File: src/hdl/cfp_pkg.sv
// Shared types, widths and helpers for the camera frustum point cull block.
// No dependencies; every other file imports this package.
`default_nettype none

package cfp_pkg;

    localparam int COORD_BITS = 20;                  // signed Q11.8 coordinates
    localparam int ENT_BITS   = 20;                  // packed register entry width
    localparam int NORM_BITS  = 16;                  // signed Q1.14 normal
    localparam int DIST_BITS  = 20;                  // unsigned Q12.8 distance
    localparam int Q_BITS     = 32;                  // Q16.16 intrinsics
    localparam int PIX_BITS   = 16;
    localparam int ROT_FRAC   = 18;

    localparam int RP_W   = ENT_BITS + COORD_BITS;   // rotation x point
    localparam int PC_W   = RP_W + 2;                // camera coordinate
    localparam int D_W    = COORD_BITS + 1;          // point minus center
    localparam int DN_W   = D_W + NORM_BITS;         // d x n
    localparam int DOT_W  = DN_W + 1;                // sum of three d x n
    localparam int D2_W   = 2 * D_W;                 // sum of three d^2
    localparam int MM_W   = 2 * DIST_BITS;           // squared range limit
    localparam int SPLIT  = 21;                      // low part of a camera coordinate
    localparam int HI_W   = PC_W - SPLIT;
    localparam int PL_W   = Q_BITS + SPLIT;          // intrinsic x low part
    localparam int PH_W   = Q_BITS + 1 + HI_W;       // intrinsic x high part
    localparam int WIDE_W = PL_W + 23;               // projection sums
    localparam int DLO_W  = 19;                      // low part of the dot product
    localparam int DHI_W  = DOT_W - 1 - DLO_W;
    localparam int CMP_W  = 78;                      // cosine compare width

    typedef enum logic [2:0] {
        CFG_ROT0, CFG_ROT1, CFG_ROT2, CFG_TRANS,
        CFG_CENTER, CFG_FOCAL, CFG_PRINCIPAL, CFG_SIZE
    } t_cfg_idx;

    typedef struct packed {
        logic signed [COORD_BITS-1:0] point_x;
        logic signed [COORD_BITS-1:0] point_y;
        logic signed [COORD_BITS-1:0] point_z;
        logic [DIST_BITS-1:0]         min_view_distance;
        logic [DIST_BITS-1:0]         max_view_distance;
        logic signed [NORM_BITS-1:0]  normal_x;
        logic signed [NORM_BITS-1:0]  normal_y;
        logic signed [NORM_BITS-1:0]  normal_z;
    } t_in;

    typedef struct packed {
        logic signed [COORD_BITS-1:0] seen_x;
        logic signed [COORD_BITS-1:0] seen_y;
        logic signed [COORD_BITS-1:0] seen_z;
    } t_out;

    typedef struct packed {
        logic [2:0][2:0][ENT_BITS-1:0] rot;
        logic [2:0][ENT_BITS-1:0]      trans;
        logic [2:0][ENT_BITS-1:0]      center;
        logic [Q_BITS-1:0]             fx;
        logic [Q_BITS-1:0]             fy;
        logic [Q_BITS-1:0]             cx;
        logic [Q_BITS-1:0]             cy;
        logic [PIX_BITS-1:0]           width;
        logic [PIX_BITS-1:0]           height;
    } t_cfg;

    // transform stage result handed to the test stages
    typedef struct packed {
        logic                   valid;
        t_out                   pt;
        logic signed [PC_W-1:0] pc_x;
        logic signed [PC_W-1:0] pc_y;
        logic signed [PC_W-1:0] pc_z;
        logic [D2_W-1:0]        d2;
        logic signed [DOT_W-1:0] dot;
        logic [MM_W-1:0]        mn2;
        logic [MM_W-1:0]        mx2;
    } t_xf;

    // last test stage: point, and whether it survives
    typedef struct packed {
        logic valid;
        logic keep;
        t_out pt;
    } t_verdict;

    // rebuild hi * 2^SPLIT + lo at full width
    function automatic logic signed [WIDE_W-1:0] join_parts(
        logic signed [PH_W-1:0] hi,
        logic [PL_W-1:0]        lo
    );
        join_parts = $signed({{(WIDE_W-PH_W-SPLIT){hi[PH_W-1]}}, hi, {SPLIT{1'b0}}})
                   + $signed({{(WIDE_W-PL_W){1'b0}}, lo});
    endfunction

endpackage

`default_nettype wire

File: src/hdl/cfp_cfg_regs.sv
// Configuration register file of the frustum cull block.
// Depends on cfp_pkg for the register index codes and the t_cfg bundle.
`default_nettype none

module cfp_cfg_regs (
    input  wire logic                  i_clk,
    input  wire logic                  i_rst_n,
    input  wire logic                  i_wr,
    input  wire logic [2:0]            i_index,
    input  wire logic [63:0]           i_data,
    output cfp_pkg::t_cfg              o_cfg
);
    import cfp_pkg::*;

    logic [59:0] r_rot0, r_rot1, r_rot2, r_trans, r_center;
    logic [63:0] r_focal, r_principal;
    logic [31:0] r_size;

    always_ff @(posedge i_clk) begin
        if (!i_rst_n) begin
            r_rot0      <= 60'd262144;
            r_rot1      <= 60'd274877906944;
            r_rot2      <= 60'd288230376151711744;
            r_trans     <= '0;
            r_center    <= '0;
            r_focal     <= '0;
            r_principal <= '0;
            r_size      <= 32'd31457920;
        end else if (i_wr) begin
            unique case (t_cfg_idx'(i_index))
                CFG_ROT0:      r_rot0      <= i_data[59:0];
                CFG_ROT1:      r_rot1      <= i_data[59:0];
                CFG_ROT2:      r_rot2      <= i_data[59:0];
                CFG_TRANS:     r_trans     <= i_data[59:0];
                CFG_CENTER:    r_center    <= i_data[59:0];
                CFG_FOCAL:     r_focal     <= i_data;
                CFG_PRINCIPAL: r_principal <= i_data;
                CFG_SIZE:      r_size      <= i_data[31:0];
                default: ;
            endcase
        end
    end

    always_comb begin
        o_cfg.rot    = {r_rot2, r_rot1, r_rot0};
        o_cfg.trans  = r_trans;
        o_cfg.center = r_center;
        o_cfg.fx     = r_focal[31:0];
        o_cfg.fy     = r_focal[63:32];
        o_cfg.cx     = r_principal[31:0];
        o_cfg.cy     = r_principal[63:32];
        o_cfg.width  = r_size[15:0];
        o_cfg.height = r_size[31:16];
    end

endmodule

`default_nettype wire

File: config.mk
export PLATFORM = sky130hd
export DESIGN_NAME = cfp_cfg_regs
export DESIGN_NICKNAME = d
export VERILOG_FILES = /design/src/hdl/cfp_pkg.sv /design/src/hdl/cfp_cfg_regs.sv
export SDC_FILE = /design/constraint.sdc
export NUM_CORES = 1
export LEC_CHECK = 0
export BUFFER_PORTS_ARGS = -buffer_cell sky130_fd_sc_hd__buf_4
export CORE_AREA = 2 2 207 209
export DETAILED_ROUTE_END_ITERATION = 6
export DIE_AREA = 0 0 209 211
export GPL_ROUTABILITY_DRIVEN = 1
export PLACE_DENSITY_LB_ADDON = 0.05
export SLEW_MARGIN = 20
export SYNTH_ARGS = -nofsm -noshare
export SYNTH_HDL_FRONTEND = slang
export SYNTH_SLANG_ARGS = --single-unit
File: constraint.sdc
create_clock -name i_clk -period 1 [get_ports i_clk]
set_input_delay 0.05 -clock i_clk [delete_from_list [all_inputs] [get_ports i_clk]]
set_output_delay 0.05 -clock i_clk [all_outputs]
set_load 0.01 [all_outputs]
# Word level (Yosys, flattened, before mapping)
# Cells that the tools add are included.
[totals] output_inout_bits=460 mem_bits_rw=0 register_bits=460 memories=0 latch_bits=0 rom_bits=0
[classes] addsub=0 n_reduce_logical=9 order_cmp=0 n_div=0 n_bitwise=0 multipliers=0 n_eq_ne=7 shift=0 n_mux=0
[op_table] op="2-bit AND reduction" count=8
[op_table] op="3-bit equality test, second input constant" count=4
[op_table] op="3-bit by 2-bit equality test with 1-bit output, second input constant" count=2
[op_table] op="3-bit by 1-bit equality test with 1-bit output, second input constant" count=1
[op_table] op="3-bit zero test" count=1

# Longest topological paths before layout
# Gate-level depths: netlist (run 1).
[depth] depth_word=2 depth_mapped=5

# Least setup slack after synthesis (run 1)
# Ideal clock, no wire load.
[synth_timing] path_kind="input port to flip-flop" startpoint="in i_index[1]" endpoint="reg r_rot0[0]" setup_ns=0.072 n_path_buf=3 path_stages=5 path_slack_ns=-0.014 t_required_ns=0.928 t_arrival_ns=0.942 path_cell_list="buf_4 -> nor4b_4 -> buf_6 -> buf_12 -> mux2i_1"
[synth_via] elab_chain_len=2
[synth_rtl] element="start, declared" line="cfp_cfg_regs.sv:9" text="input wire logic [2:0] i_index,"
[synth_rtl] element="3-bit zero test" line="cfp_cfg_regs.sv:30" text="unique case (t_cfg_idx'(i_index))"
[synth_rtl] element="2-bit AND reduction (no source line)"
[synth_rtl] element="end signal, assigned" line="cfp_cfg_regs.sv:31" text="CFG_ROT0: r_rot0 <= i_data[59:0];"
[synth_rtl] element="end, declared" line="cfp_cfg_regs.sv:15" text="logic [59:0] r_rot0, r_rot1, r_rot2, r_trans, r_center;"
# Every way passes these cells.
# A chain may end at the register's enable or synchronous reset.

# Final worst setup path (run 1)
[layout_timing] startpoint="reg r_center[3]" endpoint="out o_cfg[163] (netlist name)"
[layout_lines] element="start, declared" line="cfp_cfg_regs.sv:15"
[layout_lines] element="start signal, assigned" line="cfp_cfg_regs.sv:35" text="CFG_CENTER: r_center <= i_data[59:0];"
[layout_lines] element="end, declared" line="cfp_cfg_regs.sv:11" text="output cfp_pkg::t_cfg o_cfg"
# No word-level cell between the ends.

==> results of run 1 <==
## registers in the layout, indices dropped and copies added (netlist names)
register     flops
r_trans         60
r_principal     64
r_focal         64
r_rot0          60
r_center        60
r_rot1          60
r_size          32
r_rot2          60
## metal layers
layer | vias up | track usage, % | wire (um)
li1 | 6700 | - | -
met1 | 6747 | 30.6 | 23600
met2 | 410 | 43.0 | 27900
met3 | 91 | 7.34 | 4030
met4 | 4 | 9.33 | 1820
met5 | - | 0 | 32
## cells by family after synthesis
family,after synthesis
mux,460
buf+inv,116
flops,460
simple gates,543
## cells in the mapped netlist
library cell / number
and4_1: 1
and4bb_1: 1
buf_1: 1
buf_12: 6
buf_2: 29
buf_4: 14
buf_6: 32
buf_8: 1
clkbuf_1: 33
dfxtp_1: 460
mux2i_1: 460
nand2_1: 515
nand4_1: 1
nand4b_1: 3
nand4bb_1: 3
nor2b_1: 18
nor4b_4: 1
## final timing paths
path / depth (start not counted) / to / slack [ns] / startpoint
worst max-delay path: 1 / o_cfg[163] / -0.11 / r_center[3]
worst min register to register: 2 / r_rot0[16] / 0.46 / r_rot0[16]
worst max register to register: 4 / r_focal[41] / 0.18 / r_focal[41]
worst min-delay path: 4 / r_rot0[21] / -0.01 / i_index[2]
## placed cells by master (no fill, tap or decap), types with 4 or more instances in the layout
master,n
clkbuf_1,16
clkbuf_8,5
clkinv_2,4
mux2i_1,460
dfxtp_4,6
buf_12,47
clkbuf_16,53
dlygate4sd3_1,72
nand2_1,515
buf_4,229
dfxtp_2,454
nor2b_1,18
buf_6,460
## metrics by stage
step	util, %	std cells	setup TNS, ns	hold WS (ns)
after floorplan	-	1579	0	0.210
after global placement	53.1	2651	-33.10	0.309
after detailed placement	53.1	2651	-38.83	0.318
after CTS	64.7	2838	-46.34	-0.0504
after global routing	65.7	2894	-45.41	-0.0143
final	65.7	2895	-28.61	-0.0101
## area by class of cell
cell class | count | share of cell area, %
Multi-Input combinational cell | 1003 | 24.8
Clock inverter | 8 | 0.433
Antenna cell | 1 | 0.00912
Timing Repair Buffer | 810 | 31.3
Sequential cell | 460 | 35.7
Tap cell | 539 | 2.46
Clock buffer | 74 | 5.30
## repair_timing
| action | 4_1_cts | 5_1_grt |
|---|---|---|
| buffers inserted | 35 | 53 |
| endpoints found under the hold margin | 447 | 9 |
| setup endpoints to repair | 460 | 476 |
| pin swaps | 0 | 0 |
| resized for setup | 922 | 5 |
| hold buffers | 70 | 6 |
## power by group
group | switching (mW) | internal, mW | leakage, nW | total [mW]
clock network | 7.26 | 10.7 | 0.771 | 18.0
registers | 0.307 | 18.8 | 3.94 | 19.1
logic | 1.81 | 2.01 | 9.05 | 3.81
total | 9.38 | 31.6 | 13.8 | 40.9
==> results.cfg, run 1 <==
[critical_path]
crit_type = flop to output pin
crit_path_top_delay_cell = dfxtp_4
critPathArrivalTime_ns = 1.06
crit_family = flip-flops
crit_path_start_kind = flop
cp_max_fo = 2
critPathCaptureType = output pin
crit_chain = buf_6
required_ns = 0.95
cp_num_buf_inv = 1
slowest_delay_ns = 0.36

[clock_tree]
cts_htree_levels = 2
cts_root_buf = clkbuf_16
cts_num_sinks = 460
clockBufferDepth = 3
clock_latency_ns = 0.57
clkTransAtPathRegs_ns = 0.06
cts_tree = built
numCtsBuffers = 50

[route]
wirelength_mm = 57.4
first_pass_iters = 5
drt-vias-per-instance = 4.82
avgRoutedWirePerCell_um = 19.8
num_vias = 13952
drc = 0
postRouteAntennaNets = 0
drt_iter0_markers = 591

[layout]
fin_nets = 2395
area_growth_pct = 63.0
multi_input_area_um2 = 6810
fillers = 3405
finalInstanceArea_um2 = 27400
ff_latch_area_um2 = 9800
drive_gt1_share_pct = 53.8

[floorplan]
die_h_um = 211
core_um2 = 41800
die-area_um2 = 44100
initial_utilization_pct = 40.3
die_w_um = 209
num_rows = 75
ios = 530

[grt]
gr-total-overflow = 0
grt_first_pass_wirelength_mm = 85.6
grtUsageTotal_pct = 25.4
grt_max_degree = 41
antenna_found_initial = 3
grt_pass1_vias = 14001

[synth]
yosysWarnings = 0
yosysSeqAreaShare_pct = 54.7
synth_top_family_by_area = multiplexers
ys_types = 17
synth.avg_cell_area_um2 = 10.7
synth_compound_area_share_pct = 0
synthAdderAreaFrac_pct = 0
synth.area.top_cells = dfxtp_1, mux2i_1, nand2_1
synthSimpleGateAreaFrac_pct = 12.8
ys_ff_latch = 460
syn_inst = 1579
netlist_area_um2 = 16800
synthMuxAreaShare_pct = 27.3
synth_top_area_cell = dfxtp_1
synth_xor_area_share_pct = 0
synth_nets = 1649
synth_top_area_share_pct = 54.7

[placed_design]
hpwl_mm = 39.9
portBuffers = 529
place_ws_ns = -0.243
gp_congestion = 0.795
place_area_um2 = 22200

[timing]
worst_slack_ns = -0.109
hold_slack_ns = -0.0101
rsz0062_at_grt = yes
finalCritPeriodShare_pct = 111
period_minus_slack_ns = 1.11
drv_slew = 0
slew_headroom_pct = 64.3
finClkSkew_ns = 0
tightest_slew_ns = 0.536
hold_viol = 9
max_freq_mhz = 902
setup_violations = 460

[status]
outcome = finished, violations left
violations = negative hold slack, negative setup slack

[pwr]
vdd_ir_drop_max_mv = 1.11
power_leakage_nw = 13.8
fin_total_pwr_mw = 40.9
power_density_nw_per_um2 = 1490

[job]
cap_violations = 0

[hold_path]
hp-class = input port to flop
(Power assumes the default switching activity.)
==> inputs of run 2 (changes only) <==
--- a/config.mk
+++ b/config.mk
@@ -6,9 +6,9 @@
 export NUM_CORES = 1
 export LEC_CHECK = 0
 export BUFFER_PORTS_ARGS = -buffer_cell sky130_fd_sc_hd__buf_4
-export CORE_AREA = 2 2 207 209
+export CORE_AREA = 2 2 206 208
 export DETAILED_ROUTE_END_ITERATION = 6
-export DIE_AREA = 0 0 209 211
+export DIE_AREA = 0 0 208 210
 export GPL_ROUTABILITY_DRIVEN = 1
 export PLACE_DENSITY_LB_ADDON = 0.05
 export SLEW_MARGIN = 20
==> constraint.sdc (replaced) <==
create_clock -name i_clk -period 1.3 [get_ports i_clk]
set_input_delay 0.065 -clock i_clk [delete_from_list [all_inputs] [get_ports i_clk]]
set_output_delay 0.065 -clock i_clk [all_outputs]
set_load 0.01 [all_outputs]
==> run 2 against run 1 <==
Compared with the run above: the run now ends clean; first-iteration DRC count is 16% lower; combinational power is 36% lower; global-route usage is 1.3 points lower; final area is 13% lower; sequential share of layout area is 3.1 points higher; largest power group unchanged.
==> results.cfg, run 2 (same netlist as run 1, synthesis figures left out) <==
[layout]
fillers = 3709
reg_top3 = r_focal: 64 flops, r_principal: 64 flops
drive_gt1_share_pct = 30.8
area_growth_pct = 41.0
fin_nets = 2242
layout_commonest_cell = buf_4
mostFrequentLayoutCells = buf_4, nand2_1, mux2i_1, dfxtp_1, dlygate4sd3_1

[grt]
grt_pass1_vias = 13298
antenna_found_initial = 1
grtUsageTotal_pct = 24.1
grt_max_degree = 43
grt_first_pass_wirelength_mm = 81.7
gr-total-overflow = 0

[critical_path]
crit_type = input port to flop
critPathCaptureType = flop
crit_path_start_kind = input port
cp_num_buf_inv = 3
cp_max_fo = 32
crit_path_start = i_rst_n
crit_chain = dlygate4sd3_1 -> buf_8 -> buf_12 -> nand2_1 -> mux2i_1
crit_path_top_delay_cell = dlygate4sd3_1
timing.rr.start = r_center[34]
critPathArrivalTime_ns = 1.73
crit_family = buffers and inverters
required_ns = 1.80
slowest_delay_ns = 0.59

[timing]
hold_slack_ns = 0.00481
hold_viol = 0
setup_violations = 0
rsz0062_at_grt = no
drv_slew = 0
slew_headroom_pct = 64.1
max_freq_mhz = 818
finClkSkew_ns = 0
period_minus_slack_ns = 1.22
finalCritPeriodShare_pct = 94.1
tightest_slew_ns = 0.538
fin_setup_tns_ns = 0

[clock_tree]
clock_latency_ns = 0.56
cts_hold_buf = 59
cts_htree_levels = 2
clkTransAtPathRegs_ns = 0.06
numCtsBuffers = 49
cts_root_buf = clkbuf_16
clockBufferDepth = 3
post_cts_buffers = 0
cts_tree = built
cts_num_sinks = 460
post_cts_resized = 0

[route]
drt_iter0_markers = 496
top_layer_used = met4
drt-vias-per-instance = 4.79
wl_met3_mm = 3.87
drc = 0
postRouteAntennaNets = 0
met2WireLength_mm = 25.9
wirelength_mm = 54.3
first_pass_iters = 4
wl_met1_mm = 22.5
avgRoutedWirePerCell_um = 19.8
num_vias = 13146

[hold_path]
hp-class = input port to flop
worstHoldStart = i_data[31]

[floorplan]
core_um2 = 41500
die_h_um = 210
num_rows = 75
die_w_um = 208
ios = 530
die-area_um2 = 43700
initial_utilization_pct = 40.6

[pwr]
power_leakage_nw = 12.4
vdd_ir_drop_max_mv = 0.975
power_density_nw_per_um2 = 1310
fin_total_pwr_mw = 31.2

[job]
cap_violations = 0

[placed_design]
gp_congestion = 0.771
portBuffers = 529
hpwl_mm = 38.1

[status]
outcome = completed
-- run 2: path summary, 6_finish.rpt --
kind / endpoint / slack, ns / cells after the start
max reg2reg: r_center[34] / 0.65 / 2
min: r_center[31] / 0.005 / 3
min reg2reg: r_trans[35] / 0.46 / 2
max: r_rot0[5] / 0.08 / 5
-- run 2: worst min-delay path: stages --
cell and delay, ns:
buf_4 0.08, nand2_1 0.20, mux2i_1 0.19
-- run 2: layer usage --
layer | track usage, % | up-vias
met5 | 0 | -
met2 | 40.7 | 392
met1 | 28.5 | 6248
met3 | 7.18 | 101
li1 | - | 6405
met4 | 9.95 | 0
-- run 2: metrics by stage --
| step | setup slack [ns] | util, % | area [um^2] | instances |
|---|---|---|---|---|
| 2_1_floorplan | 0.271 | - | 16800 | 1579 |
| 3_3_place_gp | 0.0320 | 51.9 | 21500 | 2601 |
| 3_5_place_dp | 0.00672 | 51.9 | 21500 | 2601 |
| 4_1_cts | 0.0842 | 57.2 | 23700 | 2745 |
| 5_1_grt | 0.0159 | 57.2 | 23700 | 2745 |
| 6_report | 0.0771 | 57.3 | 23700 | 2746 |
-- run 2: final cells by class --
cell class                 count  area, um^2  share of cell area (%)
clock buffer                  70        1450                    6.10
clock inverter                15         184                   0.774
multi-input combinational   1003        6810                    28.7
antenna                        1        2.50                  0.0105
timing repair buffer         658        5420                    22.8
sequential                   460        9210                    38.8
tap                          539         674                    2.84
-- run 2: power by group --
group	switching (mW)	internal [mW]	total (mW)
combinational	1.32	1.13	2.45
clock	5.63	8.49	14.1
sequential	0.173	14.4	14.6
total	7.12	24.0	31.2
==> inputs of run 3 (changes only) <==
--- a/config.mk
+++ b/config.mk
@@ -10,7 +10,7 @@
 export DETAILED_ROUTE_END_ITERATION = 6
 export DIE_AREA = 0 0 208 210
 export GPL_ROUTABILITY_DRIVEN = 1
-export PLACE_DENSITY_LB_ADDON = 0.05
+export PLACE_DENSITY = 0.72
 export SLEW_MARGIN = 20
 export SYNTH_ARGS = -nofsm -noshare
 export SYNTH_HDL_FRONTEND = slang
==> run 3 against run 2 <==
Compared with the run above: register-to-register slack worse by 0.02 ns; power is 0.47% lower; cell count is 0.40% lower; critical path type unchanged; sequential share of layout area hardly changed.
==> results.cfg, run 3 (same netlist as run 1, synthesis figures left out) <==
[clock_tree]
clock_latency_ns = 0.57
cts_root_buf = clkbuf_16
clkTransAtPathRegs_ns = 0.06
clockBufferDepth = 3
cts_htree_levels = 2
cts_num_sinks = 460
numCtsBuffers = 47
cts_tree = built

[pwr]
power_density_nw_per_um2 = 1300
fin_total_pwr_mw = 31.0
power_leakage_nw = 12.4
vdd_ir_drop_max_mv = 1.07

[route]
first_pass_iters = 5
drt-vias-per-instance = 4.90
wirelength_mm = 52.9
drc = 0
drt_iter0_markers = 579
postRouteAntennaNets = 0
avgRoutedWirePerCell_um = 19.3
num_vias = 13412

[hold_path]
hp-class = input port to flop
holdPathStages = 3
worstHoldStart = i_data[4]
hold-path-endpoint = r_trans[4]

[critical_path]
slowest_delay_ns = 0.56
crit_family = buffers and inverters
required_ns = 1.79
cp_max_fo = 10
crit_path_start_kind = input port
crit_path_top_delay_cell = dlygate4sd3_1
timing.rr.start = r_center[8]
cp_num_buf_inv = 4
critPathCaptureType = flop
r2r_setup_slack_ns = 0.63
reg2reg_to = r_center[8]
r2r_cells = 2
critPathArrivalTime_ns = 1.74
crit_chain = dlygate4sd3_1 -> buf_4 -> nor4b_4 -> buf_6 -> buf_16 -> mux2i_1
crit_path_start = i_index[2]
crit_type = input port to flop

[timing]
slew_headroom_pct = 70.4
drv_slew = 0
tightest_slew_ns = 0.443
finalCritPeriodShare_pct = 96.2
hold_viol = 0
fin_setup_tns_ns = 0
max_freq_mhz = 800
rsz0062_at_grt = yes
finClkSkew_ns = 0
period_minus_slack_ns = 1.25
setup_violations = 0
worst_slack_ns = 0.0493

[floorplan]
num_rows = 75
ios = 530
die-area_um2 = 43700
initial_utilization_pct = 40.6
die_h_um = 210
core_um2 = 41500
die_w_um = 208

[grt]
grtUsageTotal_pct = 23.2
grt_pass1_vias = 13799
grt_first_pass_wirelength_mm = 79.5
gr-total-overflow = 0
antenna_found_initial = 0
grt_max_degree = 58

[layout]
fin_nets = 2229
drive_gt1_share_pct = 30.6
antenna_cells = 0
layout_commonest_cell = buf_4
area_growth_pct = 41.1
fin_util_pct = 57.3
reg_top3 = r_focal: 64 flops, r_principal: 64 flops
mostFrequentLayoutCells = buf_4, nand2_1, mux2i_1, dfxtp_1, dlygate4sd3_1

[placed_design]
portBuffers = 529
gp_congestion = 0.846
hpwl_mm = 36.5
place_ws_ns = 0.00244

[job]
cap_violations = 0

[status]
outcome = completed
-- run 3: area by class of cell --
type	count	area, um^2
sequential	460	9210
fill	3526	17700
tap	539	674
clock inverter	14	160
multi-input combinational	1003	6810
timing repair buffer	647	5450
clock buffer	72	1460
-- run 3: worst max-delay path by stage --
stage	to	slack [ns]	depth (start not counted)
2_1_floorplan	r_rot0[0]	0.27	5
3_3_place_gp	r_focal[28]	0.03	4
3_5_place_dp	r_focal[35]	0.002	4
4_1_cts	r_focal[35]	0.008	5
5_1_grt	r_rot0[9]	-0.003	6
6_report	r_rot0[17]	0.05	6
-- run 3: layer usage --
layer,up-vias,track usage [%],wire [um]
li1,6369,-,-
met1,6433,26.7,21000
met2,472,39.6,25600
met3,138,6.73,3760
met4,0,11.2,2540
met5,-,0,0
-- run 3: worst register-to-register path, stage by stage (launching register included) --
cell and delay (ns):
dfxtp_1 0.38, nand2_1 0.07, mux2i_1 0.15
-- run 3: repair_timing --
item,CTS,global route
buffers inserted,0,0
setup endpoints to repair,0,20
endpoints found under the hold margin,366,0
hold buffers,56,0
resized for setup,0,6
-- run 3: where the power goes --
part | switching, mW | internal [mW] | leakage [nW]
Combinational | 1.32 | 1.13 | 7.83
Clock | 5.62 | 8.36 | 0.801
Sequential | 0.177 | 14.4 | 3.72
Total | 7.12 | 23.9 | 12.4
-- run 3: stage by stage --
stage	cells	hold slack, ns	instance area, um^2
4_1_cts	2733	0.000446	23700
3_5_place_dp	2591	0.341	21500
2_1_floorplan	1579	0.225	16800
3_3_place_gp	2591	0.323	21500
5_1_grt	2735	0.0302	23800
6_report	2735	0.0269	23800
